==> src/hdl/jse_pkg.sv <==
`default_nettype none

package jse_pkg;

    localparam int RunMax = 12;
    localparam int LenWidth = 4;

    localparam logic [1:0] ReqPoint  = 2'd0;
    localparam logic [1:0] ReqStart  = 2'd1;
    localparam logic [1:0] ReqEnd    = 2'd2;
    localparam logic [1:0] ReqUnused = 2'd3;

    localparam logic [6:0] QuoteReset = 7'd34;

    localparam logic [7:0] ChBackslash = 8'h5c;
    localparam logic [7:0] ChLowerB    = 8'h62;
    localparam logic [7:0] ChLowerF    = 8'h66;
    localparam logic [7:0] ChLowerN    = 8'h6e;
    localparam logic [7:0] ChLowerR    = 8'h72;
    localparam logic [7:0] ChLowerT    = 8'h74;
    localparam logic [7:0] ChLowerU    = 8'h75;
    localparam logic [7:0] ChLowerD    = 8'h64;

    localparam logic [6:0] CtlBackspace = 7'h08;
    localparam logic [6:0] CtlTab       = 7'h09;
    localparam logic [6:0] CtlNewline   = 7'h0a;
    localparam logic [6:0] CtlFormFeed  = 7'h0c;
    localparam logic [6:0] CtlReturn    = 7'h0d;

    typedef struct packed {
        logic [1:0]  req_type;
        logic [20:0] code_point;
    } jse_req_t;

    typedef struct packed {
        logic [7:0] out_byte;
        logic       last_of_run;
    } jse_res_t;

    // one classified item: byte count and the bytes in emit order
    typedef struct packed {
        logic [LenWidth-1:0]        len;
        logic [RunMax-1:0][7:0]     bytes;
    } jse_cmd_t;

    function automatic logic [7:0] hex_char(input logic [3:0] d);
        logic [7:0] r;
        if (d < 4'd10)
            r = 8'h30 + {4'b0, d};
        else
            r = 8'h57 + {4'b0, d};
        return r;
    endfunction

endpackage

`default_nettype wire

==> src/hdl/jse_front.sv <==
`default_nettype none

module jse_front (
    input  wire jse_pkg::jse_req_t request,
    input  wire logic [6:0]        quote,
    output jse_pkg::jse_cmd_t      cmd,
    output logic                   has_bytes
);
    import jse_pkg::*;

    logic [20:0] v;
    logic [20:0] w;
    logic [20:0] off;
    logic        quote_hit;

    always_comb
    begin
        v = request.code_point;
        quote_hit = (quote != 7'd0) && (v == {14'b0, quote});
        // lone surrogate drops to its offset from the low end of the range
        if (v[20:11] == 10'b0000011011)
            w = {10'b0, v[10:0]};
        else
            w = v;
        off = w - 21'h010000;
        cmd.len = '0;
        cmd.bytes = '0;
        unique case (request.req_type)
            ReqPoint:
            begin
                priority if (quote_hit)
                begin
                    cmd.len = LenWidth'(2);
                    cmd.bytes[0] = ChBackslash;
                    cmd.bytes[1] = {1'b0, quote};
                end
                else if (w[20:7] == 14'd0)
                begin
                    unique case (w[6:0])
                        CtlBackspace:
                        begin
                            cmd.len = LenWidth'(2);
                            cmd.bytes[0] = ChBackslash;
                            cmd.bytes[1] = ChLowerB;
                        end
                        CtlFormFeed:
                        begin
                            cmd.len = LenWidth'(2);
                            cmd.bytes[0] = ChBackslash;
                            cmd.bytes[1] = ChLowerF;
                        end
                        CtlNewline:
                        begin
                            cmd.len = LenWidth'(2);
                            cmd.bytes[0] = ChBackslash;
                            cmd.bytes[1] = ChLowerN;
                        end
                        CtlReturn:
                        begin
                            cmd.len = LenWidth'(2);
                            cmd.bytes[0] = ChBackslash;
                            cmd.bytes[1] = ChLowerR;
                        end
                        CtlTab:
                        begin
                            cmd.len = LenWidth'(2);
                            cmd.bytes[0] = ChBackslash;
                            cmd.bytes[1] = ChLowerT;
                        end
                        default:
                        begin
                            cmd.len = LenWidth'(1);
                            cmd.bytes[0] = {1'b0, w[6:0]};
                        end
                    endcase
                end
                else if (w[20:8] == 13'd0)
                begin
                    cmd.len = LenWidth'(2);
                    cmd.bytes[0] = 8'hc0 | {6'b0, w[7:6]};
                    cmd.bytes[1] = 8'h80 | {2'b0, w[5:0]};
                end
                else if (w[20:16] == 5'd0)
                begin
                    cmd.len = LenWidth'(6);
                    cmd.bytes[0] = ChBackslash;
                    cmd.bytes[1] = ChLowerU;
                    cmd.bytes[2] = hex_char(w[15:12]);
                    cmd.bytes[3] = hex_char(w[11:8]);
                    cmd.bytes[4] = hex_char(w[7:4]);
                    cmd.bytes[5] = hex_char(w[3:0]);
                end
                else
                begin
                    // surrogate pair: high half d8xx..dbxx, low half dcxx..dfxx
                    cmd.len = LenWidth'(12);
                    cmd.bytes[0]  = ChBackslash;
                    cmd.bytes[1]  = ChLowerU;
                    cmd.bytes[2]  = ChLowerD;
                    cmd.bytes[3]  = hex_char({2'b10, off[19:18]});
                    cmd.bytes[4]  = hex_char(off[17:14]);
                    cmd.bytes[5]  = hex_char(off[13:10]);
                    cmd.bytes[6]  = ChBackslash;
                    cmd.bytes[7]  = ChLowerU;
                    cmd.bytes[8]  = ChLowerD;
                    cmd.bytes[9]  = hex_char({2'b11, off[9:8]});
                    cmd.bytes[10] = hex_char(off[7:4]);
                    cmd.bytes[11] = hex_char(off[3:0]);
                end
            end
            ReqStart, ReqEnd:
            begin
                if (quote != 7'd0)
                begin
                    cmd.len = LenWidth'(1);
                    cmd.bytes[0] = {1'b0, quote};
                end
            end
            default:
            begin
                cmd.len = '0;
            end
        endcase
        has_bytes = (cmd.len != '0);
    end

endmodule

`default_nettype wire

==> src/hdl/jse_queue.sv <==
`default_nettype none

module jse_queue #(
    parameter int DEPTH = 4
) (
    input  wire logic              clk,
    input  wire logic              rst_n,
    input  wire logic              wr,
    input  wire jse_pkg::jse_cmd_t wr_data,
    input  wire logic              rd,
    output jse_pkg::jse_cmd_t      rd_data,
    output logic                   q_full,
    output logic                   q_empty
);
    import jse_pkg::*;

    localparam int PtrWidth = (DEPTH > 1) ? $clog2(DEPTH) : 1;
    localparam int CntWidth = $clog2(DEPTH + 1);

    jse_cmd_t            mem_reg [DEPTH];
    logic [PtrWidth-1:0] wr_ptr_reg, wr_ptr_next;
    logic [PtrWidth-1:0] rd_ptr_reg, rd_ptr_next;
    logic [CntWidth-1:0] count_reg, count_next;
    logic                do_wr, do_rd;

    always_comb
    begin
        q_full  = (count_reg == CntWidth'(DEPTH));
        q_empty = (count_reg == '0);
        do_wr = wr && !q_full;
        do_rd = rd && !q_empty;
        wr_ptr_next = wr_ptr_reg;
        rd_ptr_next = rd_ptr_reg;
        if (do_wr)
            wr_ptr_next = (wr_ptr_reg == PtrWidth'(DEPTH - 1)) ? '0 : wr_ptr_reg + 1'b1;
        if (do_rd)
            rd_ptr_next = (rd_ptr_reg == PtrWidth'(DEPTH - 1)) ? '0 : rd_ptr_reg + 1'b1;
        count_next = count_reg + CntWidth'(do_wr) - CntWidth'(do_rd);
        rd_data = mem_reg[rd_ptr_reg];
    end

    always_ff @(posedge clk or negedge rst_n)
    begin
        if (!rst_n)
        begin
            wr_ptr_reg <= '0;
            rd_ptr_reg <= '0;
            count_reg  <= '0;
        end
        else
        begin
            wr_ptr_reg <= wr_ptr_next;
            rd_ptr_reg <= rd_ptr_next;
            count_reg  <= count_next;
        end
    end

    always_ff @(posedge clk)
    begin
        if (do_wr)
            mem_reg[wr_ptr_reg] <= wr_data;
    end

`ifndef SYNTHESIS
    a_count_bound: assert property (@(posedge clk) disable iff (!rst_n)
        count_reg <= CntWidth'(DEPTH))
        else $error("queue count above depth");
    a_rd_not_empty: assert property (@(posedge clk) disable iff (!rst_n)
        rd |-> !q_empty)
        else $error("queue read while empty");
`endif

endmodule

`default_nettype wire

==> src/hdl/jse_back.sv <==
`default_nettype none

module jse_back (
    input  wire logic              clk,
    input  wire logic              rst_n,
    input  wire jse_pkg::jse_cmd_t head,
    input  wire logic              head_valid,
    output logic                   head_done,
    output jse_pkg::jse_res_t      result,
    output logic                   empty,
    input  wire logic              pop
);
    import jse_pkg::*;

    logic [LenWidth-1:0] idx_reg, idx_next;
    logic                out_valid_reg, out_valid_next;
    jse_res_t            out_reg, out_next;
    logic                advance, load, idx_last;

    always_comb
    begin
        advance = !out_valid_reg || pop;
        load = advance && head_valid;
        idx_last = (idx_reg == head.len - 1'b1);
        head_done = load && idx_last;
        idx_next = idx_reg;
        if (load)
            idx_next = idx_last ? '0 : idx_reg + 1'b1;
        out_valid_next = out_valid_reg;
        if (advance)
            out_valid_next = head_valid;
        out_next = out_reg;
        if (load)
        begin
            out_next.out_byte = head.bytes[idx_reg];
            out_next.last_of_run = idx_last;
        end
        empty = !out_valid_reg;
        result = out_reg;
    end

    always_ff @(posedge clk or negedge rst_n)
    begin
        if (!rst_n)
        begin
            idx_reg       <= '0;
            out_valid_reg <= 1'b0;
        end
        else
        begin
            idx_reg       <= idx_next;
            out_valid_reg <= out_valid_next;
        end
    end

    always_ff @(posedge clk)
    begin
        out_reg <= out_next;
    end

`ifndef SYNTHESIS
    a_idx_in_run: assert property (@(posedge clk) disable iff (!rst_n)
        head_valid |-> (idx_reg < head.len))
        else $error("byte index past end of run");
    a_idx_zero_idle: assert property (@(posedge clk) disable iff (!rst_n)
        !head_valid |-> (idx_reg == '0))
        else $error("byte index nonzero with no item pending");
    a_done_marks_last: assert property (@(posedge clk) disable iff (!rst_n)
        head_done |=> (out_valid_reg && out_reg.last_of_run))
        else $error("run finished without last byte flagged");
`endif

endmodule

`default_nettype wire

==> src/hdl/json_string_escaper.sv <==
// latency: an accepted item is written into the item queue, then its first byte is loaded into the output register
// throughput: one output byte per cycle while result is popped or empty, so one item per cycle for single-byte runs
// an item of n bytes (up to 12) holds the byte sequencer until all n bytes are loaded
// the item queue (QUEUE_DEPTH entries) lets input run ahead of a long escape
// reset: asynchronous active low, clears queue and output; quote_reg returns to 34
`default_nettype none

module json_string_escaper #(
    parameter int QUEUE_DEPTH = 4
) (
    input  wire logic              clk,
    input  wire logic              rst_n,
    input  wire jse_pkg::jse_req_t request,
    input  wire logic              push,
    output logic                   full,
    output jse_pkg::jse_res_t      result,
    output logic                   empty,
    input  wire logic              pop,
    input  wire logic              cfg_valid,
    output logic                   cfg_ready,
    input  wire logic [6:0]        cfg_data
);
    import jse_pkg::*;

    logic [6:0] quote_reg, quote_next;
    jse_cmd_t   front_cmd;
    jse_cmd_t   head_cmd;
    logic       front_has_bytes;
    logic       q_wr, q_rd, q_full, q_empty;

    always_comb
    begin
        cfg_ready = 1'b1;
        quote_next = (cfg_valid && cfg_ready) ? cfg_data : quote_reg;
        full = q_full;
        q_wr = push && !q_full && front_has_bytes;
    end

    always_ff @(posedge clk or negedge rst_n)
    begin
        if (!rst_n)
            quote_reg <= QuoteReset;
        else
            quote_reg <= quote_next;
    end

    jse_front u_front (
        .request   (request),
        .quote     (quote_reg),
        .cmd       (front_cmd),
        .has_bytes (front_has_bytes)
    );

    jse_queue #(
        .DEPTH (QUEUE_DEPTH)
    ) u_queue (
        .clk     (clk),
        .rst_n   (rst_n),
        .wr      (q_wr),
        .wr_data (front_cmd),
        .rd      (q_rd),
        .rd_data (head_cmd),
        .q_full  (q_full),
        .q_empty (q_empty)
    );

    jse_back u_back (
        .clk        (clk),
        .rst_n      (rst_n),
        .head       (head_cmd),
        .head_valid (!q_empty),
        .head_done  (q_rd),
        .result     (result),
        .empty      (empty),
        .pop        (pop)
    );

endmodule

`default_nettype wire
==> config.mk <==
export PLATFORM = sky130hd
export DESIGN_NAME = json_string_escaper
export DESIGN_NICKNAME = d
export VERILOG_FILES = /design/src/hdl/jse_pkg.sv /design/src/hdl/jse_front.sv /design/src/hdl/jse_queue.sv /design/src/hdl/jse_back.sv /design/src/hdl/json_string_escaper.sv
export SDC_FILE = /design/constraint.sdc
export NUM_CORES = 1
export LEC_CHECK = 0
export BUFFER_PORTS_ARGS = -buffer_cell sky130_fd_sc_hd__buf_2
export CAP_MARGIN = 20
export CELL_PAD_IN_SITES_DETAIL_PLACEMENT = 1
export CELL_PAD_IN_SITES_GLOBAL_PLACEMENT = 1
export CORE_MARGIN = 2
export CORE_UTILIZATION = 46
export DETAILED_ROUTE_END_ITERATION = 12
export PLACE_DENSITY = 0.78
export SLEW_MARGIN = 20
export SYNTH_ARGS = -nofsm -noshare
export SYNTH_HDL_FRONTEND = slang
export SYNTH_SLANG_ARGS = --single-unit
==> constraint.sdc <==
create_clock -name clk -period 5 [get_ports clk]
set_input_delay 1.25 -clock clk [delete_from_list [all_inputs] [get_ports clk]]
set_output_delay 1.25 -clock clk [all_outputs]
set_load 0.1 [all_outputs]
==> results.py <==
metrics = {
    "timing": {
        "max-slew-margin-rel": 0.334,
        "rsz0062_at_grt": "no",
        "fin_skew_ns": 0.0120,
        "finalSetupViolCount": 0,
        "fin_hold_ws_ns": 0.573,
        "max_slew.worst_pin.slew_ns": 0.990,
        "setup-tns-final_ns": 0,
        "hold_viol_final": 0,
        "finalCritPeriodShare": 0.833,
        "fmax_mhz": 240,
        "period_needed_ns": 4.17,
        "slew_viol_final": 0,
    },
    "run": {
        "max_cap_viol_count": 0,
    },
    "clock_network": {
        "h-tree-depth": 1,
        "path_clk_slew_ns": 0.06,
        "cts_buffers": 29,
        "cts.path.max_buffers": 3,
        "hold_buffers": 0,
        "root_buffer": "clkbuf_16",
        "cts.repair.resized": 0,
        "cts.sinks": 292,
        "postCtsSetupBuffers": 0,
        "cts_tree": "built",
        "clk_latency_ns": 0.55,
    },
    "worst_setup_path": {
        "cp-start-kind": "primary input",
        "crit_path_end_kind": "register",
        "cp.required_ns": 5.44,
        "crit_fanout": 29,
        "crit_type": "primary input to register",
        "crit_arrival_ns": 4.60,
    },
    "logic_synthesis": {
        "ys_async_sr_fraction": 0.0651,
        "synth-main-ff-cell": "edfxtp_1",
        "synth_seq_cells": 292,
        "netlist_instances": 840,
        "yosysTopAreaCell": "edfxtp_1",
        "synth_edf_count": 273,
        "synth_top_area_frac": 0.612,
        "ys_seq_area_frac": 0.648,
        "ys_warn_count": 0,
        "synthesis.nets": 912,
        "syn_avg_cell_area_um2": 15.9,
        "netlist_top_cells_area": "edfxtp_1 61%, mux4_2 12%, ha_1 3.4%",
        "syn_area_um2": 13400,
        "yosysUniqueCellTypes": 66,
    },
    "final_layout": {
        "nNetsFinal": 967,
        "largest_reg_flops": 264,
        "syn_to_final_growth_pct": 13.0,
        "design_area_um2": 15100,
        "drive_gt1_frac": 0.255,
        "layout.cells.non_filler": 1303,
    },
    "global_routing": {
        "grt_pass1_wl_um": 52400,
        "overflow": 0,
        "grt.total_usage": 0.231,
        "grt_max_degree": 42,
        "antenna_found_initial": 0,
        "grt_pass1_vias": 8218,
    },
    "pwr": {
        "power.density_nw_per_um2": 521,
        "ir_drop_mv": 0.240,
        "leakage_nw": 5.34,
    },
    "drt": {
        "antenna_left": 0,
        "drc": 0,
        "drt-initial-drc-count": 718,
        "finalWirelength_um": 34600,
        "via_per_inst": 5.88,
        "wl_per_cell_um": 26.5,
        "drt_pass1_iterations": 5,
        "vias": 7663,
    },
    "die": {
        "die_area_um2": 30500,
        "initial_utilization": 0.467,
        "ios": 47,
        "row_count": 62,
        "core-area_um2": 28700,
        "dieWidth_um": 175,
        "die_y_um": 175,
    },
    "place": {
        "portBuffers": 45,
        "dp_hpwl_um": 23700,
        "placed_area_um2": 14200,
        "gp_congestion": 0.858,
        "dp.cells": 1248,
    },
    "min_path": {
        "hold_class": "register to register",
    },
    "outcome": {
        "status": "finished clean",
    },
}
==> worst max-delay path, stage by stage <==
cell      delay [ns]
buf_2           0.13
nor3_2          0.52
nand3_1         0.17
o21ai_0         0.45
ha_1            0.24
and4_1          0.19
nand2_1         0.11
nand2_1         0.11
or3_4           0.35
a311oi_4        0.24
ha_1            0.28
fa_1            0.40
xnor2_1         0.14
==> where the power goes <==
group	internal [mW]	leakage, nW	switching (mW)
registers	3.06	2.78	0.206
clock network	1.23	0.473	0.915
logic	1.01	2.09	1.47
==> synth_stat cells, types with 4 or more instances <==
cell type and number:
nor4_1 6, o22ai_1 4, nor2_1 49, dfrtp_1 17, nand2b_1 4, clkbuf_1 26, nand2_1 40, ha_1 36
a21oi_1 31, mux2_2 15, a211oi_1 9, or3_1 6, a21o_1 6, nand3_1 8, a31oi_1 6, buf_2 7
xnor2_1 21, o211ai_1 6, edfxtp_1 273, nor2b_1 6, o21ai_0 35, inv_1 43, nor3_1 20, buf_1 5
and2_1 10, mux2i_1 10, xor2_1 4, buf_4 6, mux4_2 74, o21a_1 5
==> layout make-up <==
type	count	area, um2
Clock buffer	36	792
Tap cell	384	480
Inverter	45	169
Timing Repair Buffer	70	513
Clock inverter	18	150
Sequential cell	292	8680
Antenna cell	1	2.50
Multi-Input combinational cell	457	4350
Fill cell	2742	13600
==> cells by family after synthesis <==
| family | after synthesis | synth area share |
|---|---|---|
| other | 1 | 0.000280 |
| AO/OA/AOI/OAI | 121 | 0.0580 |
| flip-flops | 292 | 0.648 |
| XOR/XNOR | 25 | 0.0163 |
| AND/OR/NAND/NOR | 172 | 0.0670 |
| buffers and inverters | 91 | 0.0290 |
| adder cells (fa/ha/maj) | 37 | 0.0351 |
| multiplexers | 101 | 0.147 |
==> layout by cell type (no fill, tap or decap), types with 8 or more instances in the layout <==
master	n
a211oi_1	9
a21oi_1	31
buf_12	8
buf_2	45
buf_4	17
clkbuf_16	29
clkinv_2	8
dfrtp_1	15
edfxtp_1	273
ha_1	36
inv_1	43
mux2_2	15
mux2i_1	10
mux4_2	74
nand2_1	40
nand3_1	8
nor2_1	49
nor3_1	20
o21ai_0	35
xnor2_1	21
==> worst paths after layout <==
check	start	end	slack [ns]	cells after the start
max in group asynchronous	rst_n	u_queue.rd_ptr_reg[0]	3.93	1
min in group asynchronous	rst_n	u_back.idx_reg[0]	0.67	1
worst max register to register	u_queue.rd_ptr_reg[0]	u_queue.count_reg[2]	1.21	13
worst min-delay path	u_back.out_valid_reg	u_back.out_valid_reg	0.57	2
worst max-delay path	request[16]	u_queue.count_reg[2]	0.83	13
worst min register to register	u_back.out_valid_reg	u_back.out_valid_reg	0.57	2
==> stage by stage <==
step,utilization,total power [mW],setup WS (ns)
floorplan,-,5.07,0.594
global placement,0.495,5.71,0.445
detailed placement,0.495,5.80,0.330
CTS,0.527,7.96,0.911
global route,0.527,8.19,0.602
finish,0.527,7.89,0.834
==> metal layers <==
| metal | global-route usage | wire length (um) | vias up |
|---|---|---|---|
| met5 | 0 | 0 | - |
| li1 | - | - | 3372 |
| met3 | 0.0313 | 2150 | 55 |
| met1 | 0.319 | 14400 | 3947 |
| met4 | 0.0819 | 1150 | 0 |
| met2 | 0.379 | 16900 | 289 |
No activity file was read; power rests on OpenSTA's default activity.
